[config.mk]
export PLATFORM = sky130hd
export DESIGN_NAME = ipt_match_unit
export DESIGN_NICKNAME = d
export VERILOG_FILES = /design/src/rtl/inverted_page_table_frame_allocator_unit_assert.svh /design/src/rtl/ipt_pkg.sv /design/src/rtl/ipt_match_unit.sv
export SDC_FILE = /design/constraint.sdc
export NUM_CORES = 1
export LEC_CHECK = 0
export ABC_AREA = 1
export BUFFER_PORTS_ARGS = -buffer_cell sky130_fd_sc_hd__buf_2
export CORE_AREA = 4 4 41 43
export DETAILED_ROUTE_END_ITERATION = 16
export DIE_AREA = 0 0 45 47
export PLACE_DENSITY = 0.82
export SLEW_MARGIN = 40
export SYNTH_ARGS = -nofsm -noshare
export SYNTH_HDL_FRONTEND = slang
export SYNTH_SLANG_ARGS = --single-unit
[constraint.sdc]
create_clock -name vclk -period 1.2
set_input_delay 0.36 -clock vclk [all_inputs]
set_output_delay 0.36 -clock vclk [all_outputs]
set_load 0.05 [all_outputs]
[src/rtl/inverted_page_table_frame_allocator_unit_assert.svh]
// assertion macros for the frame allocator top level
// expects clk and arst_n in the scope of use
`ifndef INVERTED_PAGE_TABLE_FRAME_ALLOCATOR_UNIT_ASSERT_SVH
`define INVERTED_PAGE_TABLE_FRAME_ALLOCATOR_UNIT_ASSERT_SVH

// same-cycle implication, checked outside reset
`define IPT_ASSERT_IMP(lbl, ante, cons, msg) \
	lbl: assert property (@(posedge clk) disable iff (!arst_n) (ante) |-> (cons)) \
		else $error(msg);

// next-cycle implication, checked outside reset
`define IPT_ASSERT_NXT(lbl, ante, cons, msg) \
	lbl: assert property (@(posedge clk) disable iff (!arst_n) (ante) |=> (cons)) \
		else $error(msg);

`endif

[src/rtl/ipt_pkg.sv]
// shared types and constants of the frame allocator
// no dependencies
`timescale 1ns / 1ps

package ipt_pkg;

	localparam int KIND_W   = 2;
	localparam int STATUS_W = 2;
	localparam int PID_W    = 10;
	localparam int VPN_W    = 12;
	localparam int FRAME_W  = 10;
	localparam int COUNT_W  = 11;

	typedef enum logic [KIND_W-1:0] {
		KIND_TRANSLATE = 2'd0,
		KIND_MAP       = 2'd1,
		KIND_UNMAP     = 2'd2,
		KIND_RELEASE   = 2'd3
	} kind_t;

	typedef enum logic [STATUS_W-1:0] {
		STATUS_FOUND = 2'd0,
		STATUS_ALLOC = 2'd1,
		STATUS_MISS  = 2'd2,
		STATUS_FULL  = 2'd3
	} status_t;

	// compare outcome for one table entry
	typedef struct packed {
		logic hit;
		logic owned;
		logic free;
	} cmp_t;

endpackage

[src/rtl/ipt_match_unit.sv]
// shared entry compare unit: owner, exact match and free tests
// depends on ipt_pkg
`timescale 1ns / 1ps

module ipt_match_unit
	import ipt_pkg::*;
#(
	parameter int PW = 10,
	parameter int VW = 12
) (
	input  logic          ent_used,
	input  logic [PW-1:0] ent_pid,
	input  logic [VW-1:0] ent_vpn,
	input  logic [PW-1:0] req_pid,
	input  logic [VW-1:0] req_vpn,
	output cmp_t          result
);

	always_comb begin
		result.owned = ent_used && (ent_pid == req_pid);
		result.hit   = result.owned && (ent_vpn == req_vpn);
		result.free  = !ent_used;
	end

endmodule

# After elaboration in Yosys (flattened, before gate mapping)
# Index checks and enable logic that the tools add are counted.
[word_totals]
reg_bits = 0
input_bits = 45
output_inout_bits = 3
word_cells = 5
[classes]
reduce_logical = 3
eq_ne = 2
[ops]
columns = ["op", "count"]
rows = [
  ["equality test 12 bit", 1],
  ["equality test 10 bit", 1],
  ["logical AND 1 bit", 2],
  ["zero test 1 bit", 1],
]

# Logic depth before layout (Yosys ltp)
# Gate-level depths: netlist of run 1.
[depth]
ltp_word = 3
mapped_depth = 8
ltp_nobuf = 8

# Worst setup path before layout of run 1
# No wires, ideal clock.
[synth_path]
path_kind = "input to output"
start = "in ent_used"
end = "out result[2] (netlist name)"
slack_ps = -531
stages = 6
arrival_ps = 1371
t_required_ps = 840
path_buffers = 0
path_cell_list = "inv_1 -> nor2_1 -> nand2_1 -> nor2_2 -> nand3_2 -> nor2_2"
[synth_rtl]
columns = ["item", "line", "text"]
rows = [
  ["start, declared", "ipt_match_unit.sv:11", "input logic ent_used,"],
  ["end, declared", "ipt_match_unit.sv:16", "output cmp_t result"],
]

==> flow_metrics.env, run 1 <==
export IMPL_outcome="finished, violations left"
export IMPL_violations="setup timing"
export IMPL_grt_max_degree=3
export IMPL_setup_viol=2
export IMPL_avgSynthCellArea_um2=4.56
export IMPL_fillers=151
export IMPL_overflow=0
export IMPL_die_h_um=47
export IMPL_seqCellArea_um2=0
export IMPL_finalHoldViolations=0
export IMPL_setup_slack_ns=-0.367
export IMPL_stdcell_area_um2=748
export IMPL_synthToLayoutAreaGrowth_pct=86.3
export IMPL_pwr_share_clk_pct=0
export IMPL_drv_slew=0
export IMPL_antenna_left=0
export IMPL_nClkBuffers=0
export IMPL_synth_cell_type_count=8
export IMPL_period_needed_ns=1.57
export IMPL_postPlaceCellArea_um2=669
export IMPL_syn_nets=133
export IMPL_sw_frac_of_total_pct=44.9
export IMPL_p_per_area_nw_per_um2=292
export IMPL_cell_internal_pwr_uw=120
export IMPL_crit_type="input pin to primary output"
export IMPL_crit_fanout=1
export IMPL_slowest_delay_ns=0.15
export IMPL_layout_common_cells="buf_2 (41), nand2_1 (37), inv_1 (19)"
export IMPL_drive_gt1_share_pct=47.8
export IMPL_p_comb_share_pct=100.0
export IMPL_antenna_found_initial=0
export IMPL_first_pass_iters=3
export IMPL_vias_per_cell=4.07
export IMPL_p_leak_uw=0.000486
export IMPL_die_w_um=45
export IMPL_dp_slack_ns=-0.455
export IMPL_nFlopsAndLatches=0
export IMPL_cp_end_kind="primary output"
export IMPL_worstMarginPinSlew_ns=0.249
export IMPL_drv_cap=0
export IMPL_fin_hold_ws_ns=1.04
export IMPL_wirelength_mm=1.22
export IMPL_grt_total_usage_pct=10.1
export IMPL_p_seq_share_pct=0
export IMPL_peakVddDrop_mv=0.130
export IMPL_rows=13
export IMPL_num_vias=615
export IMPL_syn_inst=88
export IMPL_ctsHoldBuffers=0
export IMPL_dp_hpwl_mm=1.05
export IMPL_period_share_pct=131
export IMPL_gp_congestion=0.656
export IMPL_core_um2=1300
export IMPL_die_area_um2=2120
export IMPL_finalPower_uw=218
export IMPL_ioPinCount=48
export IMPL_grt_setup_unrepaired="true"
export IMPL_final_net_count=183
export IMPL_start_util_pct=30.9
export IMPL_path_cells="buf_2 -> xnor2_2 -> nand2_1 -> nor2_1 -> nand3_1 -> nor2_4 -> buf_8"
export IMPL_routedWlPerCell_um=8.08
export IMPL_tns_ns=-0.684
export IMPL_grt_pass1_wl_mm=1.70
export IMPL_final_common_cell="buf_2"
export IMPL_first_global_vias=518
export IMPL_antenna_cells=0
export IMPL_timing_fmax_ghz=0.638
export IMPL_crit_arrival_ns=1.21
export IMPL_synth_seq_area_share_pct=0
export IMPL_syn_area_um2=402
export IMPL_drc=0
export IMPL_drtIter0Drc=2
export IMPL_multiInputGateArea_um2=340
export IMPL_holdCritPathClass="input pin to primary output"
export IMPL_crit_slowest_cell="xnor2_2"
export IMPL_required_ns=0.84
export IMPL_yosys_warnings=0
export IMPL_io_buffers=48
export IMPL_relSlewSlack_pct=83.5
export IMPL_net_switching_power_uw=98.1
export IMPL_critPathLaunchType="input pin"
[routing by layer]
layer | wire length [µm] | track usage [%]
met5 | 0 | 0
met4 | 0 | 0
met3 | 134 | 0.383
met2 | 743 | 24.6
met1 | 342 | 9.21
[power by group through the flow]
| stage | combinational, µW | sequential [µW] | clock, µW |
|---|---|---|---|
| 6_report | 218 | 0 | 0 |
| 3_5_place_dp | 194 | 0 | 0 |
| 4_1_cts | 207 | 0 | 0 |
| 2_1_floorplan | 98.5 | 0 | 0 |
| 5_1_grt | 244 | 0 | 0 |
| 3_3_place_gp | 187 | 0 | 0 |
[cells by family (layout without fill, tap and decap cells)]
| group | Yosys count | after routing | share of synthesized area [%] |
|---|---|---|---|
| xor gates and xnor gates | 11 | 11 | 24.0 |
| buffers and inverters | 25 | 73 | 23.4 |
| and+or+nand+nor | 52 | 52 | 52.6 |
[per-stage QoR]
| stage | util, % | cells |
|---|---|---|
| detailed placement | 51.4 | 151 |
| global route | 57.5 | 151 |
| CTS | 55.1 | 151 |
| global placement | 51.4 | 151 |
| floorplan | - | 88 |
| finish | 57.5 | 151 |
[final timing paths]
| path | start | endpoint | cells after the start |
|---|---|---|---|
| worst max-delay path | req_vpn[3] | result[2] | 7 |
| worst min-delay path | ent_used | result[0] | 3 |
[Yosys cell counts (all sizes together)]
master | n | area, µm²
nand2 | 40 | 150
xnor2 | 10 | 87.6
xor2 | 1 | 8.76
nor2 | 9 | 41.3
inv | 25 | 93.8
nand3 | 3 | 20.0
[critical path: cells and delay by family]
kind	cells	cell delay, ns
buf+inv	2	0.27
simple gates	4	0.42
xor+xnor	1	0.15
[what timing repair did]
action / 4_1_cts / 5_1_grt
endpoints found under the setup margin: 2 / 2
gates resized for setup: 13 / 10
pin swaps: 5 / 7
buffers inserted: 0 / 0
[layout make-up]
cell class	instances	share of cell area, %
Tap cell	15	2.51
Inverter	25	13.0
Timing Repair Buffer	48	39.0
Multi-Input combinational cell	63	45.5
(Power assumes the default switching activity.)
==> inputs of run 2 (changes only) <==
- PLACE_DENSITY: 0.82 -> 0.88
==> run 2 against run 1 <==
The run still ends with setup timing left. Highest routed layer unchanged. Count of clock-buffer cells in the layout unchanged. Design area increased by 2.8%. Combinational power increased by 5%. Largest power group unchanged. Flip-flop and latch count unchanged. Global-route usage decreased by 0.47 points. Critical endpoint unchanged. Via count increased by 4.1%. Worst hold slack got worse by 0.0065 ns. First-iteration DRC count increased to 2.5 times the previous value.
==> flow_metrics.env, run 2 (synthesis gave the netlist of run 1 again) <==
export IMPL_outcome="finished, violations left"
export IMPL_violations="setup timing"
export IMPL_fillers=143
export IMPL_drv_cap=0
export IMPL_setup_viol=2
export IMPL_drive_gt1_share_pct=50.7
export IMPL_synthToLayoutAreaGrowth_pct=91.6
export IMPL_start_util_pct=30.9
export IMPL_routedWlPerCell_um=8.18
export IMPL_p_leak_uw=0.000483
export IMPL_rows=13
export IMPL_worstMarginPinSlew_ns=0.251
export IMPL_period_share_pct=129
export IMPL_num_vias=640
export IMPL_p_comb_share_pct=100.0
export IMPL_hp_start="ent_used"
export IMPL_timing_fmax_ghz=0.648
export IMPL_pwr_share_clk_pct=0
export IMPL_drv_slew=0
export IMPL_critical_path_cell_count=7
export IMPL_net_switching_power_uw=101
export IMPL_final_common_cell="buf_2"
export IMPL_setup_slack_ns=-0.344
export IMPL_finalHoldViolations=0
export IMPL_die_w_um=45
export IMPL_cp_startpoint="req_vpn[0]"
export IMPL_drc=0
export IMPL_required_ns=0.84
export IMPL_finish_utilization_pct=59.1
export IMPL_die_h_um=47
export IMPL_grt_pass1_wl_mm=1.65
export IMPL_seqCellArea_um2=0
export IMPL_ioPinCount=48
export IMPL_crit_family="simple AND/OR/NAND/NOR gates"
export IMPL_dp_hpwl_mm=1.09
export IMPL_tns_ns=-0.659
export IMPL_die_area_um2=2120
export IMPL_first_pass_iters=4
export IMPL_grt_max_degree=3
export IMPL_core_um2=1300
export IMPL_period_needed_ns=1.54
export IMPL_post_cts_setup_buffer_count=0
export IMPL_hold_path_depth=3
export IMPL_ctsHoldBuffers=0
export IMPL_peakVddDrop_mv=0.147
export IMPL_antenna_cells=0
export IMPL_wirelength_mm=1.24
export IMPL_fin_cells=151
export IMPL_relSlewSlack_pct=83.4
export IMPL_overflow=0
export IMPL_crit_end="result[2]"
export IMPL_cp_end_kind="primary output"
export IMPL_final_net_count=183
export IMPL_sw_frac_of_total_pct=44.4
export IMPL_grt_setup_unrepaired="true"
export IMPL_crit_arrival_ns=1.18
export IMPL_gp_congestion=0.698
export IMPL_crit_buf_inv=2
export IMPL_nFlopsAndLatches=0
export IMPL_crit_type="input pin to primary output"
export IMPL_fin_hold_ws_ns=1.03
export IMPL_p_per_area_nw_per_um2=296
export IMPL_vias_per_cell=4.24
export IMPL_holdCritPathClass="input pin to primary output"
export IMPL_path_cells="buf_2 -> xnor2_1 -> nand2_1 -> nor2_1 -> nand3_1 -> nor2_4 -> buf_8"
export IMPL_antenna_found_initial=0
export IMPL_multiInputGateArea_um2=340
export IMPL_grt_total_usage_pct=9.68
export IMPL_crit_fanout=1
export IMPL_cell_internal_pwr_uw=127
export IMPL_first_global_vias=517
export IMPL_dp_cells=151
export IMPL_crit_slowest_cell="buf_8"
export IMPL_nClkBuffers=0
export IMPL_critPathLaunchType="input pin"
export IMPL_p_seq_share_pct=0
export IMPL_drtIter0Drc=5
export IMPL_slowest_delay_ns=0.15
export IMPL_antenna_left=0
export IMPL_io_buffers=48
export IMPL_layout_common_cells="buf_2 (38), nand2_1 (36), inv_1 (15)"
==> run 2: changes by cell type in the layout (fill, tap and decap cells not counted), moves of 3 or more <==
cell / previous run / this run
buf_6: 5 / 8
buf_2: 41 / 38
inv_1: 19 / 15
inv_2: 5 / 8
==> run 2: per-layer routing <==
metal	track usage (%)	wire (µm)	vias to the layer above	part of all wire (%)
met1	9.44	378	273	31
met2	22.0	735	27	60
met5	0	0	-	0
met4	1.17	0	0	0
met3	0.383	122	0	9.9
li1	-	-	340	-
==> run 2: worst min path at each step <==
stage                      to
floorplan           result[0]
global placement    result[0]
detailed placement  result[0]
CTS                 result[0]
global route        result[0]
finish              result[0]
==> run 2: layout make-up <==
type | count | share of cell area [%]
multi-input cells | 63 | 44.2
repair buffers | 48 | 40.3
well taps | 15 | 2.44
inverters | 25 | 13.0
==> run 2: per-stage QoR <==
step / instance area (µm²) / setup slack, ns / total power, µW
final: 769 / -0.344 / 228
after global routing: 769 / -0.413 / 253
after CTS: 694 / -0.342 / 199
after detailed placement: 669 / -0.439 / 194
after global placement: 669 / -0.434 / 187
after floorplan: 410 / -0.411 / 98.5
==> run 2: worst min-delay path, delay by kind of cell <==
family   cells  cell delay [ns]
buf+inv      3             0.31
==> run 2: power groups by stage <==
| stage | combinational (µW) | sequential [µW] | clock [µW] |
|---|---|---|---|
| 3_5_place_dp | 194 | 0 | 0 |
| 3_3_place_gp | 187 | 0 | 0 |
| 5_1_grt | 253 | 0 | 0 |
| 4_1_cts | 199 | 0 | 0 |
| 2_1_floorplan | 98.5 | 0 | 0 |
| 6_report | 228 | 0 | 0 |
==> run 2: what timing repair did <==
item / 4_1_cts / 5_1_grt
setup endpoints to repair: 2 / 2
pin swaps: 1 / 14
resized for setup: 8 / 24
==> inputs of run 3 (changes only) <==
- RECOVER_POWER: unset -> 100
==> run 3 against run 2 <==
The run still ends with setup timing left. Combinational power is essentially flat. Critical path depth did not move. Die area stayed put. Setup slack hardly changed. Flip-flop and latch count stayed put. Power about the same. Design area is the same. Non-clock buffer count unchanged. Global-route usage is the same. Sequential share of layout area did not move. Critical path type unchanged. Critical endpoint unchanged. Largest power group unchanged. Highest routed layer unchanged.
==> flow_metrics.env, run 3 (synthesis gave the netlist of run 1 again) <==
export IMPL_outcome="finished, violations left"
export IMPL_violations="setup timing"
export IMPL_start_util_pct=30.9
export IMPL_vias_per_cell=4.25
export IMPL_critPathLaunchType="input pin"
export IMPL_period_share_pct=129
export IMPL_core_um2=1300
export IMPL_wirelength_mm=1.23
export IMPL_nClkBuffers=0
export IMPL_nFlopsAndLatches=0
export IMPL_antenna_found_initial=0
export IMPL_grt_pass1_wl_mm=1.65
export IMPL_drc=0
export IMPL_finish_utilization_pct=59.1
export IMPL_drv_slew=0
export IMPL_routedWlPerCell_um=8.17
export IMPL_final_common_cell="buf_2"
export IMPL_p_per_area_nw_per_um2=296
export IMPL_antenna_left=0
export IMPL_tns_ns=-0.659
export IMPL_first_pass_iters=4
export IMPL_post_cts_setup_buffer_count=0
export IMPL_ctsHoldBuffers=0
export IMPL_period_needed_ns=1.54
export IMPL_timing_fmax_ghz=0.648
export IMPL_seqCellArea_um2=0
export IMPL_overflow=0
export IMPL_ioPinCount=48
export IMPL_dp_slack_ns=-0.439
export IMPL_cp_end_kind="primary output"
export IMPL_layout_common_cells="buf_2 (37), nand2_1 (36), inv_1 (15)"
export IMPL_die_h_um=47
export IMPL_drv_cap=0
export IMPL_die_w_um=45
export IMPL_num_vias=641
export IMPL_crit_type="input pin to primary output"
export IMPL_drive_gt1_share_pct=50.7
export IMPL_first_global_vias=517
export IMPL_peakVddDrop_mv=0.147
export IMPL_final_net_count=183
export IMPL_io_buffers=48
export IMPL_antenna_cells=0
export IMPL_p_leak_uw=0.000483
export IMPL_rows=13
export IMPL_gp_congestion=0.698
export IMPL_grt_max_degree=3
export IMPL_crit_fanout=1
export IMPL_required_ns=0.84
export IMPL_drtIter0Drc=4
export IMPL_dp_cells=151
export IMPL_relSlewSlack_pct=81.5
export IMPL_holdCritPathClass="input pin to primary output"
export IMPL_grt_total_usage_pct=9.68
export IMPL_finalHoldViolations=0
export IMPL_dp_hpwl_mm=1.09
export IMPL_fin_hold_ws_ns=1.06
export IMPL_fin_cells=151
export IMPL_grt_setup_unrepaired="true"
export IMPL_synthToLayoutAreaGrowth_pct=91.6
export IMPL_setup_slack_ns=-0.344
export IMPL_die_area_um2=2120
export IMPL_crit_arrival_ns=1.18
export IMPL_worstMarginPinSlew_ns=0.279
export IMPL_setup_viol=2
## run 3: cell types whose count changed in the layout (fill, tap and decap cells not counted), sizes merged
cell / delta
buf: -1
clkbuf: +1
## run 3: final cells by class
class	instances	area [µm²]
Tap cell	15	18.8
Fill cell	143	532
Multi-Input combinational cell	63	340
Inverter	25	100
Timing Repair Buffer	48	310
## run 3: worst paths after layout
path | end | slack (ns) | depth (start not counted) | startpoint
worst max-delay path | result[2] | -0.34 | 7 | req_vpn[0]
worst min-delay path | result[0] | 1.06 | 3 | ent_used
## run 3: timing repair
action	CTS	global route
resized for setup	8	24
setup endpoints to repair	2	2
pin swaps	1	14
## run 3: power breakdown
group	switching [µW]	internal (µW)	leakage (µW)
Combinational	101	127	0.000483
Sequential	0	0	0
Clock	0	0	0
Total	101	127	0.000483
## run 3: critical path, stage by stage
cell     delay (ns)
buf_2          0.10
xnor2_1        0.14
nand2_1        0.06
nor2_1         0.11
nand3_1        0.13
nor2_4         0.13
buf_8          0.15
## run 3: metal layers
metal | GRT usage, % | vias up | wire (µm)
met4 | 1.17 | 0 | 0
met2 | 22.0 | 27 | 733
li1 | - | 340 | -
met5 | 0 | - | 0
met3 | 0.383 | 0 | 121
met1 | 9.44 | 274 | 380
## run 3: stage by stage
step           power, µW  area [µm²]
2_1_floorplan       98.5         410
6_report             228         769
4_1_cts              199         694
5_1_grt              253         769
3_3_place_gp         187         669
3_5_place_dp         194         669
